--- src/sv/smds_pkg.sv ---
// shared types, codes and defaults for the sparse matrix default store
package smds_pkg;

    localparam int SMDS_CAPACITY = 64;
    localparam int ROW_W         = 16;
    localparam int COL_W         = 16;
    localparam int VAL_W         = 32;
    localparam int CNT_W         = 7;

    localparam logic [1:0] ACT_READ   = 2'd0;
    localparam logic [1:0] ACT_WRITE  = 2'd1;
    localparam logic [1:0] ACT_CLEAR  = 2'd2;
    localparam logic [1:0] ACT_BOUNDS = 2'd3;

    typedef struct packed {
        logic [1:0]              action;
        logic [ROW_W-1:0]        row;
        logic [COL_W-1:0]        col;
        logic signed [VAL_W-1:0] value;
    } t_req;

    typedef struct packed {
        logic signed [VAL_W-1:0] read_value;
        logic                    found;
        logic                    status;
        logic [ROW_W-1:0]        row_high;
        logic [ROW_W-1:0]        row_low;
        logic [COL_W-1:0]        col_high;
        logic [COL_W-1:0]        col_low;
        logic [CNT_W-1:0]        entry_count;
    } t_rsp;

    typedef struct packed {
        logic [ROW_W-1:0]        row;
        logic [COL_W-1:0]        col;
        logic signed [VAL_W-1:0] value;
    } t_entry;

    // one scanned entry as seen by the compare unit
    typedef struct packed {
        logic   pv;
        logic   valid;
        t_entry entry;
    } t_stream;

    // scan results gathered over the table
    typedef struct packed {
        logic                    hit;
        logic                    any;
        logic                    free_ok;
        logic signed [VAL_W-1:0] hit_value;
        logic [ROW_W-1:0]        rhi;
        logic [ROW_W-1:0]        rlo;
        logic [COL_W-1:0]        chi;
        logic [COL_W-1:0]        clo;
    } t_acc;

endpackage

--- src/sv/sparse_matrix_default_store_top.sv ---
// top level of the sparse matrix default store: sequencer, valid bits, config port
//
//   channel   direction  handshake                      payload
//   request   in         start high while busy low      i_req (t_req)
//   result    out        o_done high for one cycle      o_rsp (t_rsp)
//   config    in/out     apb, psel+penable+pwrite       pwdata / prdata, reg 0 default
//
// read, write and bounds requests scan the whole entry memory through its single
// read port: o_done rises once the SCAN, FLUSH and DONE states have passed, busy falls with it,
// so the next request is taken at the earliest while o_done is high
// clear takes effect at the accept edge and its result follows in the next cycle
// reset is synchronous active low; it empties the table and sets the default to 0
// the result is shown for one cycle only; the receiver has no way to stall it
module sparse_matrix_default_store_top import smds_pkg::*; #(
    parameter int CAPACITY = SMDS_CAPACITY
) (
    input  logic        i_clk,
    input  logic        i_rst_n,
    input  logic        start,
    output logic        busy,
    input  t_req        i_req,
    output logic        o_done,
    output t_rsp        o_rsp,
    input  logic        psel,
    input  logic        penable,
    input  logic        pwrite,
    input  logic [2:0]  paddr,
    input  logic [31:0] pwdata,
    output logic [31:0] prdata,
    output logic        pready
);

    localparam int IW = (CAPACITY > 1) ? $clog2(CAPACITY) : 1;
    localparam int CW = $clog2(CAPACITY + 1);

    // sequencer codes
    localparam logic [1:0] S_IDLE  = 2'd0;
    localparam logic [1:0] S_SCAN  = 2'd1;
    localparam logic [1:0] S_FLUSH = 2'd2;
    localparam logic [1:0] S_DONE  = 2'd3;

    logic [1:0]          r_state;
    t_req                r_req;
    logic [IW-1:0]       r_addr;
    logic                r_pv;
    logic                r_pvalid;
    logic [IW-1:0]       r_pidx;
    logic [CAPACITY-1:0] r_valid;
    logic [CW-1:0]       r_count;
    logic [VAL_W-1:0]    r_default;
    logic                r_done;
    t_rsp                r_rsp;

    logic                w_accept;
    logic                w_cfg_wr;
    t_entry              w_wdata;
    t_entry              w_rdata;
    t_stream             w_str;
    t_acc                w_acc;
    logic [IW-1:0]       w_hit_idx;
    logic [IW-1:0]       w_free_idx;

    // finishing step of a request
    t_rsp                n_rsp;
    logic [CW-1:0]       n_count;
    logic                w_we;
    logic [IW-1:0]       w_waddr;
    logic                w_vset;
    logic                w_vclr;
    logic [CW+CNT_W-1:0] w_cnt_ext;

    assign w_accept = start && !busy;
    assign busy     = (r_state != S_IDLE);

    // config register: only the default value, at byte addresses 0 to 3
    assign pready   = 1'b1;
    assign w_cfg_wr = psel && penable && pwrite && pready && !paddr[2];
    assign prdata   = paddr[2] ? 32'd0 : r_default;

    always_ff @(posedge i_clk) begin
        if (!i_rst_n) begin
            r_default <= '0;
        end else if (w_cfg_wr) begin
            r_default <= pwdata;
        end
    end

    // entry memory and compare unit
    assign w_wdata = '{row: r_req.row, col: r_req.col, value: r_req.value};

    smds_mem #(
        .DEPTH (CAPACITY),
        .AW    (IW)
    ) u_mem (
        .i_clk   (i_clk),
        .i_we    (w_we),
        .i_waddr (w_waddr),
        .i_wdata (w_wdata),
        .i_raddr (r_addr),
        .o_rdata (w_rdata)
    );

    assign w_str = '{pv: r_pv, valid: r_pvalid, entry: w_rdata};

    smds_scan #(
        .IW (IW)
    ) u_scan (
        .i_clk      (i_clk),
        .i_rst_n    (i_rst_n),
        .i_init     (w_accept),
        .i_row      (r_req.row),
        .i_col      (r_req.col),
        .i_str      (w_str),
        .i_idx      (r_pidx),
        .o_acc      (w_acc),
        .o_hit_idx  (w_hit_idx),
        .o_free_idx (w_free_idx)
    );

    // sequencer: walk the table one address a cycle, then drain the read pipe
    always_ff @(posedge i_clk) begin
        if (!i_rst_n) begin
            r_state <= S_IDLE;
            r_pv    <= 1'b0;
        end else begin
            unique case (r_state)
                S_IDLE: begin
                    r_pv <= 1'b0;
                    if (w_accept && i_req.action != ACT_CLEAR) begin
                        r_state <= S_SCAN;
                    end
                end
                S_SCAN: begin
                    r_pv <= 1'b1;
                    if (r_addr == IW'(CAPACITY - 1)) begin
                        r_state <= S_FLUSH;
                    end
                end
                S_FLUSH: begin
                    r_pv    <= 1'b0;
                    r_state <= S_DONE;
                end
                S_DONE: begin
                    r_pv    <= 1'b0;
                    r_state <= S_IDLE;
                end
                default: begin
                    r_pv    <= 1'b0;
                    r_state <= S_IDLE;
                end
            endcase
        end
    end

    // address and pipe payload
    always_ff @(posedge i_clk) begin
        if (w_accept) begin
            r_req  <= i_req;
            r_addr <= '0;
        end else if (r_state == S_SCAN) begin
            r_addr <= r_addr + IW'(1);
        end
        r_pvalid <= r_valid[r_addr];
        r_pidx   <= r_addr;
    end

    // result and table update once the scan is complete
    always_comb begin
        n_rsp   = '0;
        n_count = r_count;
        w_we    = 1'b0;
        w_waddr = w_hit_idx;
        w_vset  = 1'b0;
        w_vclr  = 1'b0;
        case (r_req.action)
            ACT_READ: begin
                n_rsp.found      = w_acc.hit;
                n_rsp.read_value = w_acc.hit ? w_acc.hit_value : r_default;
            end
            ACT_WRITE: begin
                if (w_acc.hit) begin
                    if (r_req.value == r_default) begin
                        w_vclr  = 1'b1;
                        n_count = r_count - CW'(1);
                    end else begin
                        w_we = 1'b1;
                    end
                end else if (r_req.value != r_default) begin
                    if (w_acc.free_ok) begin
                        w_we    = 1'b1;
                        w_waddr = w_free_idx;
                        w_vset  = 1'b1;
                        n_count = r_count + CW'(1);
                    end else begin
                        // table full, write dropped
                        n_rsp.status = 1'b1;
                    end
                end
            end
            ACT_BOUNDS: begin
                if (w_acc.any) begin
                    n_rsp.row_high = w_acc.rhi;
                    n_rsp.row_low  = w_acc.rlo;
                    n_rsp.col_high = w_acc.chi;
                    n_rsp.col_low  = w_acc.clo;
                end
            end
            default: begin
            end
        endcase
        if (r_state != S_DONE) begin
            w_we   = 1'b0;
            w_vset = 1'b0;
            w_vclr = 1'b0;
        end
        w_cnt_ext         = {{CNT_W{1'b0}}, n_count};
        n_rsp.entry_count = w_cnt_ext[CNT_W-1:0];
    end

    // valid bits, entry count, result strobe
    always_ff @(posedge i_clk) begin
        if (!i_rst_n) begin
            r_valid <= '0;
            r_count <= '0;
            r_done  <= 1'b0;
        end else if (w_accept && i_req.action == ACT_CLEAR) begin
            r_valid <= '0;
            r_count <= '0;
            r_done  <= 1'b1;
        end else if (r_state == S_DONE) begin
            r_count <= n_count;
            r_done  <= 1'b1;
            if (w_vset) begin
                r_valid[w_waddr] <= 1'b1;
            end
            if (w_vclr) begin
                r_valid[w_hit_idx] <= 1'b0;
            end
        end else begin
            r_done <= 1'b0;
        end
    end

    always_ff @(posedge i_clk) begin
        if (w_accept && i_req.action == ACT_CLEAR) begin
            r_rsp <= '0;
        end else if (r_state == S_DONE) begin
            r_rsp <= n_rsp;
        end
    end

    assign o_done = r_done;
    assign o_rsp  = r_rsp;

`ifndef SYNTHESIS
    // count tracks the number of set valid bits
    a_count_matches: assert property (@(posedge i_clk) disable iff (!i_rst_n)
        $countones(r_valid) == 32'(r_count))
        else $error("entry count differs from valid bits");

    a_count_bound: assert property (@(posedge i_clk) disable iff (!i_rst_n)
        32'(r_count) <= CAPACITY)
        else $error("entry count above capacity");

    // a strobe comes only from a finished scan or a clear
    a_done_source: assert property (@(posedge i_clk) disable iff (!i_rst_n)
        o_done |-> $past(r_state == S_DONE ||
                         (start && !busy && i_req.action == ACT_CLEAR)))
        else $error("result strobe without a finished request");

    // scanning requests hold busy
    a_scan_busy: assert property (@(posedge i_clk) disable iff (!i_rst_n)
        (start && !busy && i_req.action != ACT_CLEAR) |=> busy && !o_done)
        else $error("scan request did not hold busy");
`endif

endmodule

--- src/sv/smds_mem.sv ---
// entry memory: one write port, one registered read port
module smds_mem import smds_pkg::*; #(
    parameter int DEPTH = SMDS_CAPACITY,
    parameter int AW    = (DEPTH > 1) ? $clog2(DEPTH) : 1
) (
    input  logic          i_clk,
    input  logic          i_we,
    input  logic [AW-1:0] i_waddr,
    input  t_entry        i_wdata,
    input  logic [AW-1:0] i_raddr,
    output t_entry        o_rdata
);

    t_entry r_mem [DEPTH];
    t_entry r_rdata;

    always_ff @(posedge i_clk) begin
        if (i_we) begin
            r_mem[i_waddr] <= i_wdata;
        end
    end

    always_ff @(posedge i_clk) begin
        r_rdata <= r_mem[i_raddr];
    end

    assign o_rdata = r_rdata;

endmodule

--- src/sv/smds_scan.sv ---
// shared compare unit: matches the key and gathers bounds and the first free slot
module smds_scan import smds_pkg::*; #(
    parameter int IW = 6
) (
    input  logic             i_clk,
    input  logic             i_rst_n,
    input  logic             i_init,
    input  logic [ROW_W-1:0] i_row,
    input  logic [COL_W-1:0] i_col,
    input  t_stream          i_str,
    input  logic [IW-1:0]    i_idx,
    output t_acc             o_acc,
    output logic [IW-1:0]    o_hit_idx,
    output logic [IW-1:0]    o_free_idx
);

    t_acc          r_acc;
    logic [IW-1:0] r_hit_idx;
    logic [IW-1:0] r_free_idx;
    logic          w_match;

    assign w_match = (i_str.entry.row == i_row) && (i_str.entry.col == i_col);

    // control flags, then gathered data
    always_ff @(posedge i_clk) begin
        if (!i_rst_n || i_init) begin
            r_acc.hit     <= 1'b0;
            r_acc.any     <= 1'b0;
            r_acc.free_ok <= 1'b0;
        end else if (i_str.pv) begin
            if (i_str.valid) begin
                r_acc.any <= 1'b1;
                if (w_match) begin
                    r_acc.hit <= 1'b1;
                end
            end else begin
                r_acc.free_ok <= 1'b1;
            end
        end
        if (i_str.pv) begin
            if (i_str.valid) begin
                if (w_match && !r_acc.hit) begin
                    r_acc.hit_value <= i_str.entry.value;
                    r_hit_idx       <= i_idx;
                end
                if (!r_acc.any || i_str.entry.row > r_acc.rhi) begin
                    r_acc.rhi <= i_str.entry.row;
                end
                if (!r_acc.any || i_str.entry.row < r_acc.rlo) begin
                    r_acc.rlo <= i_str.entry.row;
                end
                if (!r_acc.any || i_str.entry.col > r_acc.chi) begin
                    r_acc.chi <= i_str.entry.col;
                end
                if (!r_acc.any || i_str.entry.col < r_acc.clo) begin
                    r_acc.clo <= i_str.entry.col;
                end
            end else if (!r_acc.free_ok) begin
                r_free_idx <= i_idx;
            end
        end
    end

    assign o_acc      = r_acc;
    assign o_hit_idx  = r_hit_idx;
    assign o_free_idx = r_free_idx;

endmodule
--- config.mk ---
export PLATFORM = sky130hd
export DESIGN_NAME = sparse_matrix_default_store_top
export DESIGN_NICKNAME = d
export VERILOG_FILES = /design/src/sv/smds_pkg.sv /design/src/sv/sparse_matrix_default_store_top.sv /design/src/sv/smds_mem.sv /design/src/sv/smds_scan.sv
export SDC_FILE = /design/constraint.sdc
export NUM_CORES = 2
export LEC_CHECK = 0
export BUFFER_PORTS_ARGS = -buffer_cell sky130_fd_sc_hd__buf_2
export CAP_MARGIN = 20
export CORE_MARGIN = 2
export CORE_UTILIZATION = 42
export DETAILED_ROUTE_END_ITERATION = 10
export GPL_TIMING_DRIVEN = 0
export PLACE_DENSITY = 0.62
export REMOVE_ABC_BUFFERS = 1
export SLEW_MARGIN = 20
export SYNTH_ARGS = -nofsm -noshare
export SYNTH_HDL_FRONTEND = slang
export SYNTH_HIERARCHICAL = 1
export SYNTH_SLANG_ARGS = --single-unit
--- constraint.sdc ---
create_clock -name i_clk -period 18.6 [get_ports i_clk]
set_input_delay 1.86 -clock i_clk [delete_from_list [all_inputs] [get_ports i_clk]]
set_output_delay 1.86 -clock i_clk [all_outputs]
set_load 0.02 [all_outputs]
==> out/metrics.csv <==
stage;metric;value;unit
drt;vias_per_cell;6.111;
worst_setup_path;crit_path_start_kind;register;
global_routing;grt_max_degree;49;
clocking;post_cts.repair.setup_buffers;0;
floorplanning;start_util;42.10;%
worst_setup_path;crit_path_end_kind;register;
min_path;hold_path_depth;0;
finish;final-seq-area;134100;um^2
worst_setup_path;crit_required;19.27;ns
placed_design;gp_congestion;0.7694;
worst_setup_path;r2r_setup_slack;10.82;ns
finish;drive_above_1_share;29.53;%
synthesis;syn_inst;8064;
synthesis;synth_commonest_cells;edfxtp_1 (4,270), mux4_2 (1,045), dfxtp_1 (292), clkbuf_1 (209), nand2_1 (187);
finish;multi_input_area;37750;um^2
synthesis;syn_area_per_cell;21.52;um^2
floorplanning;io_pins;247;
sta;fin_skew;0.06917;ns
global_routing;grt_pass1_wl;697.1;mm
synthesis;synth_most_common_cell;edfxtp_1;
synthesis;synth_area_leader_cell;edfxtp_1;
placed_design;port_buffers;243;
global_routing;antenna_found_initial;23;
min_path;hold_path.class;reg2reg;
finish;nets;9110;
drt;wire_per_inst;33.95;um
synthesis;synth_area_leaders;edfxtp_1 (74%), mux4_2 (14%), dfxtp_1 (3.4%);
pwr;ir_drop;0.08828;mV
worst_setup_path;worstSetupPathType;reg2reg;
clocking;post_cts_resized;0;
placed_design;dp_hpwl;345.7;mm
run_status;status;complete, no violations;
clocking;clock-sinks;4562;
worst_setup_path;path_max_fanout;26;
floorplanning;chipWidth;646.8;um
pwr;powerDensity;123.5;nW/um^2
clocking;htreeDepth;5;
drt;postRouteAntennaNets;0;
sta;rsz0062_at_grt;no;
sta;final.setup.tns;0;ns
sta;finalCritPeriodShare;41.84;%
finish;final_cells;14790;
sta;worst_pin_slew;1.217;ns
synthesis;seq_area_frac_synth;77.26;%
floorplanning;fp.dieArea;418300;um^2
global_routing;grt_pass1_vias;89390;
floorplanning;rows;236;
pwr;power.total;25.72;mW
drt;first_pass_iters;6;
sta;drv_slew;0;
floorplanning;die_h;646.8;um
clocking;cts_root_buf;clkbuf_16;
worst_setup_path;ff2ff_path_depth;13;
clocking;clock_latency;1.03;ns
floorplanning;core_area;412200;um^2
sta;final-setup-viol-count;0;
sta;hold_viol_final;0;
drt;wl;502.2;mm
clocking;numCtsBuffers;452;
pwr;power_leakage;64.98;nW
clocking;cts_buffer_depth;4;
synthesis;ys_ff_latch;4562;
clocking;cts_tree;done;
synthesis;synth_edf_count;4270;
placed_design;placed_cells;13950;
synthesis;synthesis.area;173500;um^2
synthesis;synthDistinctLibCells;67;
synthesis;synth_top_cell_area_share;73.89;%
finish;fill_cells;31980;
clocking;clk_pin_slew;0.06;ns
global_routing;grt_overflow;0;
global_routing;grt_usage;23.70;%
drt;drc_errors;0;
drt;first_iter_violations;12650;
synthesis;ys.flop_type;edfxtp_1;
finish;synthToLayoutAreaGrowth;20.02;%
sta;relSlewSlack;18.83;%
sta;period_minus_slack;7.782;ns
job;maxCapViolCount;0;
synthesis;async_flop_share;0;%
drt;vias;90390;
sta;fmax;0.1285;GHz
worst_setup_path;cp.arrival;8.46;ns
sta;worst_hold_slack;0.3756;ns
synthesis;yosys_warnings;6;
clocking;cts_hold_buf;0;
[worst max-delay path, stage by stage (launching register included)]
cell	delay, ns
edfxtp_1	0.67
buf_8	0.26
buf_8	0.22
xor2_1	0.35
nor4_1	0.93
nand4_2	0.67
o211ai_4	1.03
mux2_1	0.51
nor2b_1	0.29
nand3_1	0.71
nor2_4	1.05
buf_12	0.28
buf_12	0.21
buf_16	0.18
[layout make-up]
cell class	count	area share [%]
antenna	9	0.01081
clock buffer	572	5.831
clock inverter	258	1.418
inverter	96	0.1730
multi-input combinational	2952	18.12
sequential	4562	64.38
tap	5474	3.288
timing repair buffer	869	6.776
[worst paths after layout]
kind	startpoint	to
worst max register to register	r_req[6]$_DFFE_PP_	u_mem/r_mem[62][48]$_DFFE_PP_
worst min-delay path	u_mem/o_rdata[26]$_DFF_P_	u_scan/o_acc[90]$_DFFE_PP_
worst max-delay path	r_req[6]$_DFFE_PP_	u_mem/r_mem[62][48]$_DFFE_PP_
worst min register to register	u_mem/o_rdata[26]$_DFF_P_	u_scan/o_acc[90]$_DFFE_PP_
[sequential cells by signal, summed over array words and instances, names as in the netlist]
| name | flops |
|---|---|
| u_mem/r_mem | 4096 |
| o_rsp | 105 |
| u_scan/o_acc | 99 |
| r_req | 66 |
| r_valid | 64 |
| u_mem/o_rdata | 64 |
| r_default | 32 |
| r_count | 7 |
| r_addr | 6 |
| r_pidx | 6 |
| u_scan/o_free_idx | 6 |
| u_scan/o_hit_idx | 6 |
| r_state | 2 |
| o_done | 1 |
| r_pv | 1 |
| r_pvalid | 1 |
[per-layer routing]
layer / GRT usage, % / part of all wire [%] / vias up
met5: 0 / 0.023 / -
met3: 5.117 / 10 / 903
met1: 32.93 / 39 / 48510
met2: 37.46 / 47 / 5239
met4: 7.629 / 3.6 / 20
li1: - / - / 35720
[power by group]
group / switching, mW / internal [mW]
clock network: 3.95 / 5.34
registers: 0.284 / 11.8
logic: 2.25 / 2.07
total: 6.48 / 19.2
[cell usage in the layout, fill, tap and decap left out, types with 69 or more instances in the layout]
cell type,netlist,routed
clkbuf_16,0,455
inv_1,96,96
a22oi_1,168,168
buf_12,0,268
nor2_1,148,79
ha_1,70,70
clkinv_1,0,84
nor2b_1,73,69
buf_2,180,241
nand2_1,187,183
dfxtp_1,292,285
edfxtp_1,4270,4270
clkbuf_1,209,85
buf_8,1,121
mux4_2,1045,1045
clkinv_2,0,75
o22ai_1,83,83
a22o_1,152,152
a31oi_1,76,75
mux2i_1,172,169
buf_16,0,193
and3_1,69,69
a211oi_1,129,128
[metrics by stage]
stage / worst slack (ns) / area [um^2] / util [%]
CTS: 10.94 / 208300 / 50.52
finish: 10.82 / 208300 / 50.53
global placement: -77.86 / 179500 / 43.54
floorplan: -32.14 / 171400 / -
global route: 10.71 / 208300 / 50.52
detailed placement: 11.00 / 193200 / 46.86
[logic make-up (layout without fill, tap and decap cells)]
logic type | after synthesis | in the layout | synth area share [%]
XOR/XNOR | 77 | 77 | 0.3886
adder cells (fa/ha/maj) | 70 | 70 | 0.5047
buffers and inverters | 550 | 1795 | 1.432
multiplexers | 1231 | 1231 | 14.66
AND/OR/NAND/NOR | 716 | 716 | 2.091
AO/OA/AOI/OAI | 857 | 857 | 3.660
flip-flops | 4562 | 4562 | 77.26
other | 1 | 10 | 0.002161
Note: power is estimated with default switching activity, not from simulation.
